## config.mk

```make
export PLATFORM = sky130hd
export DESIGN_NAME = delimited_command_frame_receiver_top
export DESIGN_NICKNAME = d
export VERILOG_FILES = /design/src/hdl/dcfr_pkg.sv /design/src/hdl/delimited_command_frame_receiver_top.sv /design/src/hdl/dcfr_fifo.sv /design/src/hdl/dcfr_front.sv /design/src/hdl/dcfr_back.sv
export SDC_FILE = /design/constraint.sdc
export NUM_CORES = 1
export LEC_CHECK = 0
export ABC_AREA = 1
export BUFFER_PORTS_ARGS = -buffer_cell sky130_fd_sc_hd__buf_2
export CAP_MARGIN = 40
export CORE_MARGIN = 3
export CORE_UTILIZATION = 30
export CTS_BUF_LIST = sky130_fd_sc_hd__clkbuf_4 sky130_fd_sc_hd__clkbuf_8
export DETAILED_ROUTE_END_ITERATION = 10
export SYNTH_ARGS = -nofsm -noshare
export SYNTH_HDL_FRONTEND = slang
export SYNTH_SLANG_ARGS = --single-unit
export TNS_END_PERCENT = 30
```

## constraint.sdc

```tcl
create_clock -name clk -period 3.15 [get_ports clk]
set_input_delay 0.1575 -clock clk [delete_from_list [all_inputs] [get_ports clk]]
set_output_delay 0.1575 -clock clk [all_outputs]
set_load 0.02 [all_outputs]
```

## src/hdl/dcfr_pkg.sv

```systemverilog
package dcfr_pkg;

  // Frame geometry and marker bytes.
  localparam int          FRAME_LENGTH = 8;
  localparam logic [7:0]  START_MARK   = 8'h2A;
  localparam logic [7:0]  END_MARK     = 8'h23;
  localparam logic [2:0]  CLOSE_POS    = 3'd7;
  localparam logic [7:0]  FLAG_SET     = 8'd1;

  // Step codes carried in byte 1.
  localparam logic [7:0]  INCREMENT    = 8'd1;
  localparam logic [7:0]  DECREMENT    = 8'd2;

  // One classified byte, handed from the framer to the command stage.
  typedef struct packed {
    logic        close_ok;
    logic [7:0]  step_code;
    logic [15:0] rpm;
    logic [7:0]  window;
    logic        window_flag;
    logic        rpm_flag;
  } frame_item_t;

  // One result item, as delivered on the result ports.
  typedef struct packed {
    logic        frame_done;
    logic        increment_pulse;
    logic        decrement_pulse;
    logic        step_ready;
    logic        rpm_write;
    logic [15:0] rpm_value;
    logic        window_write;
    logic [7:0]  window_value;
  } result_t;

endpackage

```

## src/hdl/delimited_command_frame_receiver_top.sv

```systemverilog
// Path: an accepted byte is classified into the byte queue, then executed into the result queue.
// Throughput: one byte per cycle while the result queue has room to take each executed item.
// A stalled result side fills the result queue, then the byte queue, then raises full.
// Reset: rst_n is synchronous, active low; it empties both queues, returns the framer to
// hunting for the start byte, clears the stored step code, rpm and window, and sets ready.
module delimited_command_frame_receiver_top #(
  parameter int QUEUE_DEPTH  = 2,
  parameter int RESULT_DEPTH = 2
) (
  input  logic        clk,
  input  logic        rst_n,
  input  logic        push,
  output logic        full,
  input  logic [7:0]  in_rx_byte,
  output logic        empty,
  input  logic        pop,
  output logic        out_frame_done,
  output logic        out_increment_pulse,
  output logic        out_decrement_pulse,
  output logic        out_step_ready,
  output logic        out_rpm_write,
  output logic [15:0] out_rpm_value,
  output logic        out_window_write,
  output logic [7:0]  out_window_value
);

  import dcfr_pkg::*;

  localparam int IW = $bits(frame_item_t);
  localparam int RW = $bits(result_t);

  frame_item_t front_item, back_item;
  result_t     back_res, out_res;
  logic [IW-1:0] mid_rdata;
  logic [RW-1:0] res_rdata;
  logic        accept;
  logic        mid_empty, res_full, go;

  // Front side: classify each accepted byte into the byte queue.
  assign accept = push && !full;

  dcfr_front u_front (
    .clk     (clk),
    .rst_n   (rst_n),
    .accept  (accept),
    .rx_byte (in_rx_byte),
    .item    (front_item)
  );

  dcfr_fifo #(.WIDTH(IW), .DEPTH(QUEUE_DEPTH)) u_mid_q (
    .clk   (clk),
    .rst_n (rst_n),
    .push  (push),
    .wdata (front_item),
    .full  (full),
    .pop   (go),
    .rdata (mid_rdata),
    .empty (mid_empty)
  );

  // Back side: execute one queued item whenever the result queue has room.
  assign back_item = frame_item_t'(mid_rdata);
  assign go        = !mid_empty && !res_full;

  dcfr_back u_back (
    .clk   (clk),
    .rst_n (rst_n),
    .go    (go),
    .item  (back_item),
    .res   (back_res)
  );

  dcfr_fifo #(.WIDTH(RW), .DEPTH(RESULT_DEPTH)) u_res_q (
    .clk   (clk),
    .rst_n (rst_n),
    .push  (go),
    .wdata (back_res),
    .full  (res_full),
    .pop   (pop),
    .rdata (res_rdata),
    .empty (empty)
  );

  // Result ports.
  assign out_res             = result_t'(res_rdata);
  assign out_frame_done      = out_res.frame_done;
  assign out_increment_pulse = out_res.increment_pulse;
  assign out_decrement_pulse = out_res.decrement_pulse;
  assign out_step_ready      = out_res.step_ready;
  assign out_rpm_write       = out_res.rpm_write;
  assign out_rpm_value       = out_res.rpm_value;
  assign out_window_write    = out_res.window_write;
  assign out_window_value    = out_res.window_value;

endmodule

```

## src/hdl/dcfr_fifo.sv

```systemverilog
module dcfr_fifo #(
  parameter int WIDTH = 8,
  parameter int DEPTH = 2
) (
  input  logic             clk,
  input  logic             rst_n,
  input  logic             push,
  input  logic [WIDTH-1:0] wdata,
  output logic             full,
  input  logic             pop,
  output logic [WIDTH-1:0] rdata,
  output logic             empty
);

  localparam int PW = (DEPTH > 1) ? $clog2(DEPTH) : 1;
  localparam int CW = $clog2(DEPTH + 1);
  localparam logic [PW-1:0] LAST_PTR = PW'(DEPTH - 1);
  localparam logic [CW-1:0] FULL_CNT = CW'(DEPTH);

  logic [WIDTH-1:0] mem_r [DEPTH];
  logic [PW-1:0]    wr_ptr_r, wr_ptr_nxt;
  logic [PW-1:0]    rd_ptr_r, rd_ptr_nxt;
  logic [CW-1:0]    count_r, count_nxt;
  logic             do_push, do_pop;

  // Handshake qualification.
  assign full    = (count_r == FULL_CNT);
  assign empty   = (count_r == '0);
  assign do_push = push && !full;
  assign do_pop  = pop && !empty;
  assign rdata   = mem_r[rd_ptr_r];

  // Pointer and fill count updates.
  always_comb begin
    wr_ptr_nxt = wr_ptr_r;
    rd_ptr_nxt = rd_ptr_r;
    count_nxt  = count_r;
    if (do_push) begin
      wr_ptr_nxt = (wr_ptr_r == LAST_PTR) ? '0 : wr_ptr_r + PW'(1);
    end
    if (do_pop) begin
      rd_ptr_nxt = (rd_ptr_r == LAST_PTR) ? '0 : rd_ptr_r + PW'(1);
    end
    if (do_push && !do_pop) begin
      count_nxt = count_r + CW'(1);
    end else if (do_pop && !do_push) begin
      count_nxt = count_r - CW'(1);
    end
  end

  always_ff @(posedge clk) begin
    if (!rst_n) begin
      wr_ptr_r <= '0;
      rd_ptr_r <= '0;
      count_r  <= '0;
    end else begin
      wr_ptr_r <= wr_ptr_nxt;
      rd_ptr_r <= rd_ptr_nxt;
      count_r  <= count_nxt;
    end
  end

  // Storage needs no reset.
  always_ff @(posedge clk) begin
    if (do_push) begin
      mem_r[wr_ptr_r] <= wdata;
    end
  end

endmodule

```

## src/hdl/dcfr_front.sv

```systemverilog
module dcfr_front (
  input  logic                  clk,
  input  logic                  rst_n,
  input  logic                  accept,
  input  logic [7:0]            rx_byte,
  output dcfr_pkg::frame_item_t item
);

  import dcfr_pkg::*;

  typedef enum logic {HUNT, READ} frame_state_t;

  frame_state_t state_r, state_nxt;
  logic [2:0]   pos_r, pos_nxt;
  logic [7:0]   frame_r [FRAME_LENGTH];
  logic         store_byte;

  // Hunting and position tracking for each accepted byte.
  always_comb begin
    state_nxt  = state_r;
    pos_nxt    = pos_r;
    store_byte = 1'b0;
    if (accept) begin
      if (state_r == HUNT) begin
        if (rx_byte == START_MARK) begin
          state_nxt = READ;
          pos_nxt   = 3'd1;
        end else begin
          pos_nxt = 3'd0;
        end
      end else if (pos_r == CLOSE_POS) begin
        state_nxt = HUNT;
        pos_nxt   = 3'd0;
      end else begin
        store_byte = 1'b1;
        pos_nxt    = pos_r + 3'd1;
      end
    end
  end

  always_ff @(posedge clk) begin
    if (!rst_n) begin
      state_r <= HUNT;
      pos_r   <= 3'd0;
    end else begin
      state_r <= state_nxt;
      pos_r   <= pos_nxt;
    end
  end

  // Frame body bytes; the closing byte is checked on arrival and not stored.
  always_ff @(posedge clk) begin
    if (store_byte) begin
      frame_r[pos_r] <= rx_byte;
    end
  end

  // Classify the byte: only a good closing byte carries a frame onward.
  always_comb begin
    item.close_ok    = (state_r == READ) && (pos_r == CLOSE_POS) && (rx_byte == END_MARK);
    item.step_code   = frame_r[1];
    item.rpm         = {frame_r[3], frame_r[2]};
    item.window      = frame_r[4];
    item.window_flag = (frame_r[5] == FLAG_SET);
    item.rpm_flag    = (frame_r[6] == FLAG_SET);
  end

endmodule

```

## src/hdl/dcfr_back.sv

```systemverilog
module dcfr_back (
  input  logic                  clk,
  input  logic                  rst_n,
  input  logic                  go,
  input  dcfr_pkg::frame_item_t item,
  output dcfr_pkg::result_t     res
);

  import dcfr_pkg::*;

  logic [7:0]  last_code_r, last_code_nxt;
  logic [15:0] last_rpm_r, last_rpm_nxt;
  logic [7:0]  last_win_r, last_win_nxt;
  logic        ready_r, ready_nxt;

  // Change detection against the last accepted commands.
  always_comb begin
    last_code_nxt = last_code_r;
    last_rpm_nxt  = last_rpm_r;
    last_win_nxt  = last_win_r;
    ready_nxt     = ready_r;
    res           = '0;
    if (item.close_ok) begin
      res.frame_done = 1'b1;
      if (item.step_code != last_code_r) begin
        last_code_nxt = item.step_code;
        if (item.step_code == INCREMENT) begin
          res.increment_pulse = 1'b1;
          ready_nxt           = 1'b0;
        end else if (item.step_code == DECREMENT) begin
          res.decrement_pulse = 1'b1;
          ready_nxt           = 1'b0;
        end else begin
          ready_nxt = 1'b1;
        end
      end
      if (item.rpm_flag && (item.rpm != last_rpm_r)) begin
        last_rpm_nxt  = item.rpm;
        res.rpm_write = 1'b1;
        res.rpm_value = item.rpm;
      end
      if (item.window_flag && (item.window != last_win_r)) begin
        last_win_nxt     = item.window;
        res.window_write = 1'b1;
        res.window_value = item.window;
      end
    end
    res.step_ready = ready_nxt;
  end

  always_ff @(posedge clk) begin
    if (!rst_n) begin
      last_code_r <= 8'd0;
      last_rpm_r  <= 16'd0;
      last_win_r  <= 8'd0;
      ready_r     <= 1'b1;
    end else if (go) begin
      last_code_r <= last_code_nxt;
      last_rpm_r  <= last_rpm_nxt;
      last_win_r  <= last_win_nxt;
      ready_r     <= ready_nxt;
    end
  end

`ifndef SYNTH
  // A counter pulse always clears the ready flag for the following items.
  a_pulse_clears_ready: assert property (@(posedge clk) disable iff (!rst_n)
    go && (res.increment_pulse || res.decrement_pulse) |=> !ready_r)
    else $error("ready flag not cleared after a counter pulse");

  // Any command output comes only from a closed, valid frame.
  a_cmd_needs_frame: assert property (@(posedge clk) disable iff (!rst_n)
    go && (res.increment_pulse || res.decrement_pulse || res.rpm_write ||
           res.window_write) |-> res.frame_done)
    else $error("command issued without a valid frame");

  // An issued rpm set-point becomes the stored reference.
  a_rpm_tracked: assert property (@(posedge clk) disable iff (!rst_n)
    go && res.rpm_write |=> (last_rpm_r == $past(res.rpm_value)))
    else $error("rpm reference not updated");
`endif

endmodule
```

# --- Word level (Yosys, flattened, before mapping) ---
# Memory sizes are Yosys's and may differ from the RTL's. A register that Yosys moved wholly into a read port is not among the register bits.
# Cells that the tools add are included.
totals:
  register_bits: 45
  out_inout_bits: 32
  ramBits: 194
  input_bits: 12
  elab_cells: 102
  mem_count: 3
mem_list:
  columns: ["memory", "words", "width", "rd", "rd_clocked_by_memory_dff", "write_ports", "line", "rtl"]
  rows:
  - ["u_mid_q.mem_r", 2, 35, 1, 1, 1, "dcfr_fifo.sv:20", "logic [WIDTH-1:0] mem_r [DEPTH];"]
  - ["u_front.frame_r", 8, 8, 6, 0, 1, "dcfr_front.sv:15", "logic [7:0] frame_r [FRAME_LENGTH];"]
  - ["u_res_q.mem_r", 2, 30, 1, 1, 1, "dcfr_fifo.sv:20", null]
op_classes:
  eq_ne: 12
  n_reduce_logical: 28
  add_sub_neg: 9
  n_mux: 38
ops:
  columns: ["cell", "n"]
  rows:
  - ["1-bit two-way mux", 27]
  - ["26-bit two-way mux", 1]
  - ["8-bit by 1-bit == test with 1-bit output (second input constant)", 3]
  - ["17-bit two-way mux", 1]
  - ["8-bit by 6-bit == test with 1-bit output (second input constant)", 2]
  - ["16-bit != test", 1]
  - ["8-bit != test", 2]
  - ["1-bit logical AND", 13]
  - ["2-bit two-way mux", 5]
  - ["3-bit two-way mux", 3]
  - ["9-bit two-way mux", 1]
  - ["3-bit AND reduction", 3]
  - ["8-bit by 2-bit == test with 1-bit output (second input constant)", 1]
  - ["1-bit zero test", 8]
  - ["1-bit adder (second input constant)", 4]
  - ["2-bit by 1-bit adder with 2-bit output (second input constant)", 2]
  - ["2-bit == test (second input constant)", 2]
  - ["2-bit zero test", 2]
  - ["2-bit nonzero test", 2]
  - ["2-bit by 1-bit subtractor with 2-bit output (second input constant)", 2]
  - ["3-bit by 1-bit adder with 3-bit output (second input constant)", 1]
  - ["3-bit == test (second input constant)", 1]

# --- Depth between registers and ports, before layout ---
depth:
  depth_word: 8
  ltp_mapped: 16

# --- Cells and area by module ---
# A second synthesis with hierarchy kept.
unflattened:
  cells_unflattened: 778
  area_unflattened_um2: 9397.8
by_module_without_submodules:
  columns: ["module", "area_per_inst_um2", "n_inst", "seq_area_each_um2", "cells_each"]
  rows:
  - ["dcfr_fifo at u_mid_q", 2925.3, 1, 2202.1, 147]
  - ["dcfr_fifo at u_res_q", 2409.8, 1, 1901.8, 131]
  - ["dcfr_back", 2194.6, 1, 660.6, 383]
  - ["dcfr_front", 1854.3, 1, 1521.5, 114]
  - ["delimited_command_frame_receiver_top", 13.8, 1, 0.0, 3]

# --- Worst setup path before layout ---
# No wires, ideal clock.
synth_path:
  kind: "register to register"
  from: "reg u_mid_q.count_r[1]"
  to: "mem u_mid_q.mem_r[1][0] (netlist name) (enable)"
  t_arrival_ns: 2.092
  synth_period_minus_slack_ns: 2.521
  setup_slack_ns: 0.629
  t_required_ns: 2.721
  setup_ns: 0.429
  path_stages_with_launch: 4
  path_buffers: 0
  path_cell_list: "dfxtp_1 -> inv_1 -> o21ai_1 -> nor2_1"
synth_between:
  elab_chain_len: 5
synth_rtl:
  columns: ["element", "line", "rtl"]
  rows:
  - ["start: declaration", "dcfr_fifo.sv:23", "logic [CW-1:0] count_r, count_nxt;"]
  - ["start signal: assignment", "dcfr_fifo.sv:59", "count_r <= count_nxt;"]
  - ["2-bit == test", "dcfr_fifo.sv:27", "assign full = (count_r == FULL_CNT);"]
  - ["1-bit zero test", "dcfr_fifo.sv:29", "assign do_push = push && !full;"]
  - ["1-bit logical AND", "dcfr_fifo.sv:29", null]
  - ["1-bit two-way mux", "dcfr_fifo.sv:65", "if (do_push) begin"]
  - ["1-bit two-way mux (implied by the code)", "dcfr_fifo.sv:66", "mem_r[wr_ptr_r] <= wdata;"]
  - ["end: declaration", "dcfr_fifo.sv:20", null]
# No other way between the ends.

==> flow_summary.toml <==
[timing]
maxSlewViolCount = 0
rsz0062_at_grt = "false"
hold_viol_final = 0
min_period_over_period = 0.778
period_minus_slack_ps = 2450
max_slew_margin = 0.494
finalClockSkew_ps = 34.8
setup_tns_ps = 0
worst_slew_pin_slew_ps = 754
setup_viol = 0
max_clock_freq_mhz = 408

[power]
p_per_area_nw_per_um2 = 897
p_total_mw = 9.75
switching_share = 0.351
seq_power_share = 0.423
combPwrFrac = 0.314
ir_drop_mv = 0.329
p_sw_mw = 3.42
p_leak_nw = 4.42
p_int_mw = 6.33
clkPwrFrac = 0.263

[grt]
use_met3 = 0.0200
use_met2 = 0.164
grt_pass1_vias = 5905
grt-busiest-layer = "met2"
track_usage = 0.111
grt_pass1_wl_um = 30400
grt_max_degree = 39
antenna_found_initial = 0
grt-ovfl-total = 0
grt.met1_usage = 0.164

[routing]
route.detailed.drc = 0
dr_total_vias = 5897
wl_per_cell_um = 13.6
postRouteAntennaNets = 0
drtIter0Drc = 388
via_per_inst = 4.33
first_pass_iters = 5
wl_um = 18500

[synthesis]
synth_flop_cell = "edfxtp_1"
synth_area_leader_cell = "edfxtp_1"
synth_seq_cells = 225
synth-edff-count = 178
syn_nets = 873
synthDistinctLibCells = 37
syn_area_sq_um = 9380
synth-seq-area-share = 0.670
syn_avg_cell_area_sq_um = 10.9
synth.area.top_cells = "edfxtp_1, dfxtp_1, nand2_1"
synthCells = 857
yosysWarnings = 0
yosysTopAreaCellShare = 0.570
async_flop_share = 0

[clocking]
ctsLongestPathBuffers = 3
htreeDepth = 2
cts_tree = "done"
clk-insertion-delay-late_ps = 530
cts_buffers = 39
hold_buffers = 8
clockRootBuffer = "clkbuf_8"
cts_resized = 0
cts_setup_buffers = 0
clk_transition_reported_paths_ps = 60
clkSinkCount = 225

[worst_setup_path]
cp_max_fo = 33
cp-end-kind = "flop"
arrival_ps = 2700
cp-start-kind = "flop"
crit_type = "flop to flop"
cp.required_ps = 3400

[floorplanning]
die-area_sq_um = 33400
initial_core_util = 0.306
die_width_um = 183
num_rows = 64
ios = 44
dieHeight_um = 183
core_area_sq_um = 30700

[placement]
place.port_buffers = 43
routabilityCongestion = 0.811
place_hpwl_um = 12600
dp.cells = 1284

[run_status]
status = "completed"

[layout]
regArea_sq_um = 6290
nFillCells = 3054
multi_input_area_sq_um = 2470
final_common_cell = "nand2_1"
nets = 953
postLayoutCoreUtil = 0.354
fin_cells = 1362
diodes = 0
area.growth.synth_to_final_pct = 15.9
layout_common_cells = "nand2_1, edfxtp_1, inv_1"
drive_gt1_frac = 0.178

[worst_hold_path]
hp-class = "input port to flop"

[job]
maxCapViolCount = 0
cell families after synthesis:
group	after synthesis	share of synthesized area
fa+ha+maj	4	0.00533
compound gates	46	0.0263
buf+inv	148	0.0684
simple gates	390	0.181
flops	225	0.670
xor+xnor	14	0.0131
mux	30	0.0360
Yosys cell counts, drive strengths merged, types with 2 or more instances:
master  count
nor3        4
clkinv      2
or4         2
nand2     217
a21oi      21
and2        2
ha          4
xor2       13
dfxtp      47
clkbuf      8
a211oi      2
buf        17
nand4      27
nor4        4
mux2       30
nand3      40
or2         2
edfxtp    178
o21ai      21
nor2       91
inv       121
layout make-up:
cell class,instances,share of cell area
multi-input combinational,484,0.227
sequential,225,0.578
tap,396,0.0456
inverter,123,0.0427
clock buffer,53,0.0602
clock inverter,17,0.0100
timing repair buffer,64,0.0359
power by group through the flow:
stage	logic (mW)	registers [mW]	clock network, mW
final	3.06	4.12	2.56
after global routing	3.46	4.19	2.80
after CTS	3.11	4.13	2.65
after detailed placement	3.08	4.19	0
after global placement	3.05	4.17	0
after floorplan	2.33	4.12	0
worst max-delay path, cell delays in order (launching register included):
cell and delay, ps:
dfxtp_2 580, inv_4 230, nand2_1 180, nand2_1 110, nand2_1 70, nand2_1 60, nor2_1 90, nand2_1 60
nor2_1 180, nand2_4 190, nand3_2 310, nor2_1 120
path summary, 6_finish.rpt:
kind | depth (start not counted) | startpoint | slack, ps | to
worst max register to register | 11 | flop | 700 | u_res_q.mem_r[0][12]$_DFFE_PP_
worst min register to register | 0 | u_front.frame_r[3][3]$_DFFE_PP_ | 440 | u_mid_q.mem_r[1][21]$_DFFE_PP_
worst min-delay path | 4 | pop | 100 | u_res_q.rd_ptr_r$_SDFFE_PN0P_
worst max-delay path | 11 | flop | 700 | u_res_q.mem_r[0][12]$_DFFE_PP_
stage by stage:
step | hold slack [ps] | cell area (sq um) | setup WS (ps)
final | 95.4 | 10900 | 700
after global routing | 127 | 10900 | 398
after CTS | 81.8 | 10900 | 693
after detailed placement | 429 | 10000 | 708
after global placement | 429 | 10000 | 701
after floorplan | 256 | 9380 | 629
flip-flops by register name (all words and copies together), names as in the netlist, named ones only:
register	cells
u_res_q.wr_ptr_r	1
u_res_q.count_r	2
u_mid_q.mem_r	70
u_mid_q.rd_ptr_r	1
u_back.last_rpm_r	16
u_res_q.rd_ptr_r	1
u_mid_q.wr_ptr_r	1
u_front.frame_r	48
u_res_q.mem_r	60
u_mid_q.count_r	2
u_back.ready_r	1
u_back.last_code_r	8
u_back.last_win_r	8
u_front.pos_r	3
u_front.state_r	1
metal layers:
layer  up-vias  wire, um
li1       3007         -
met1      2708      9320
met2       144      7750
met3        38      1060
met4         0       365
met5         -         0
No activity file was read; power rests on OpenSTA's default activity.
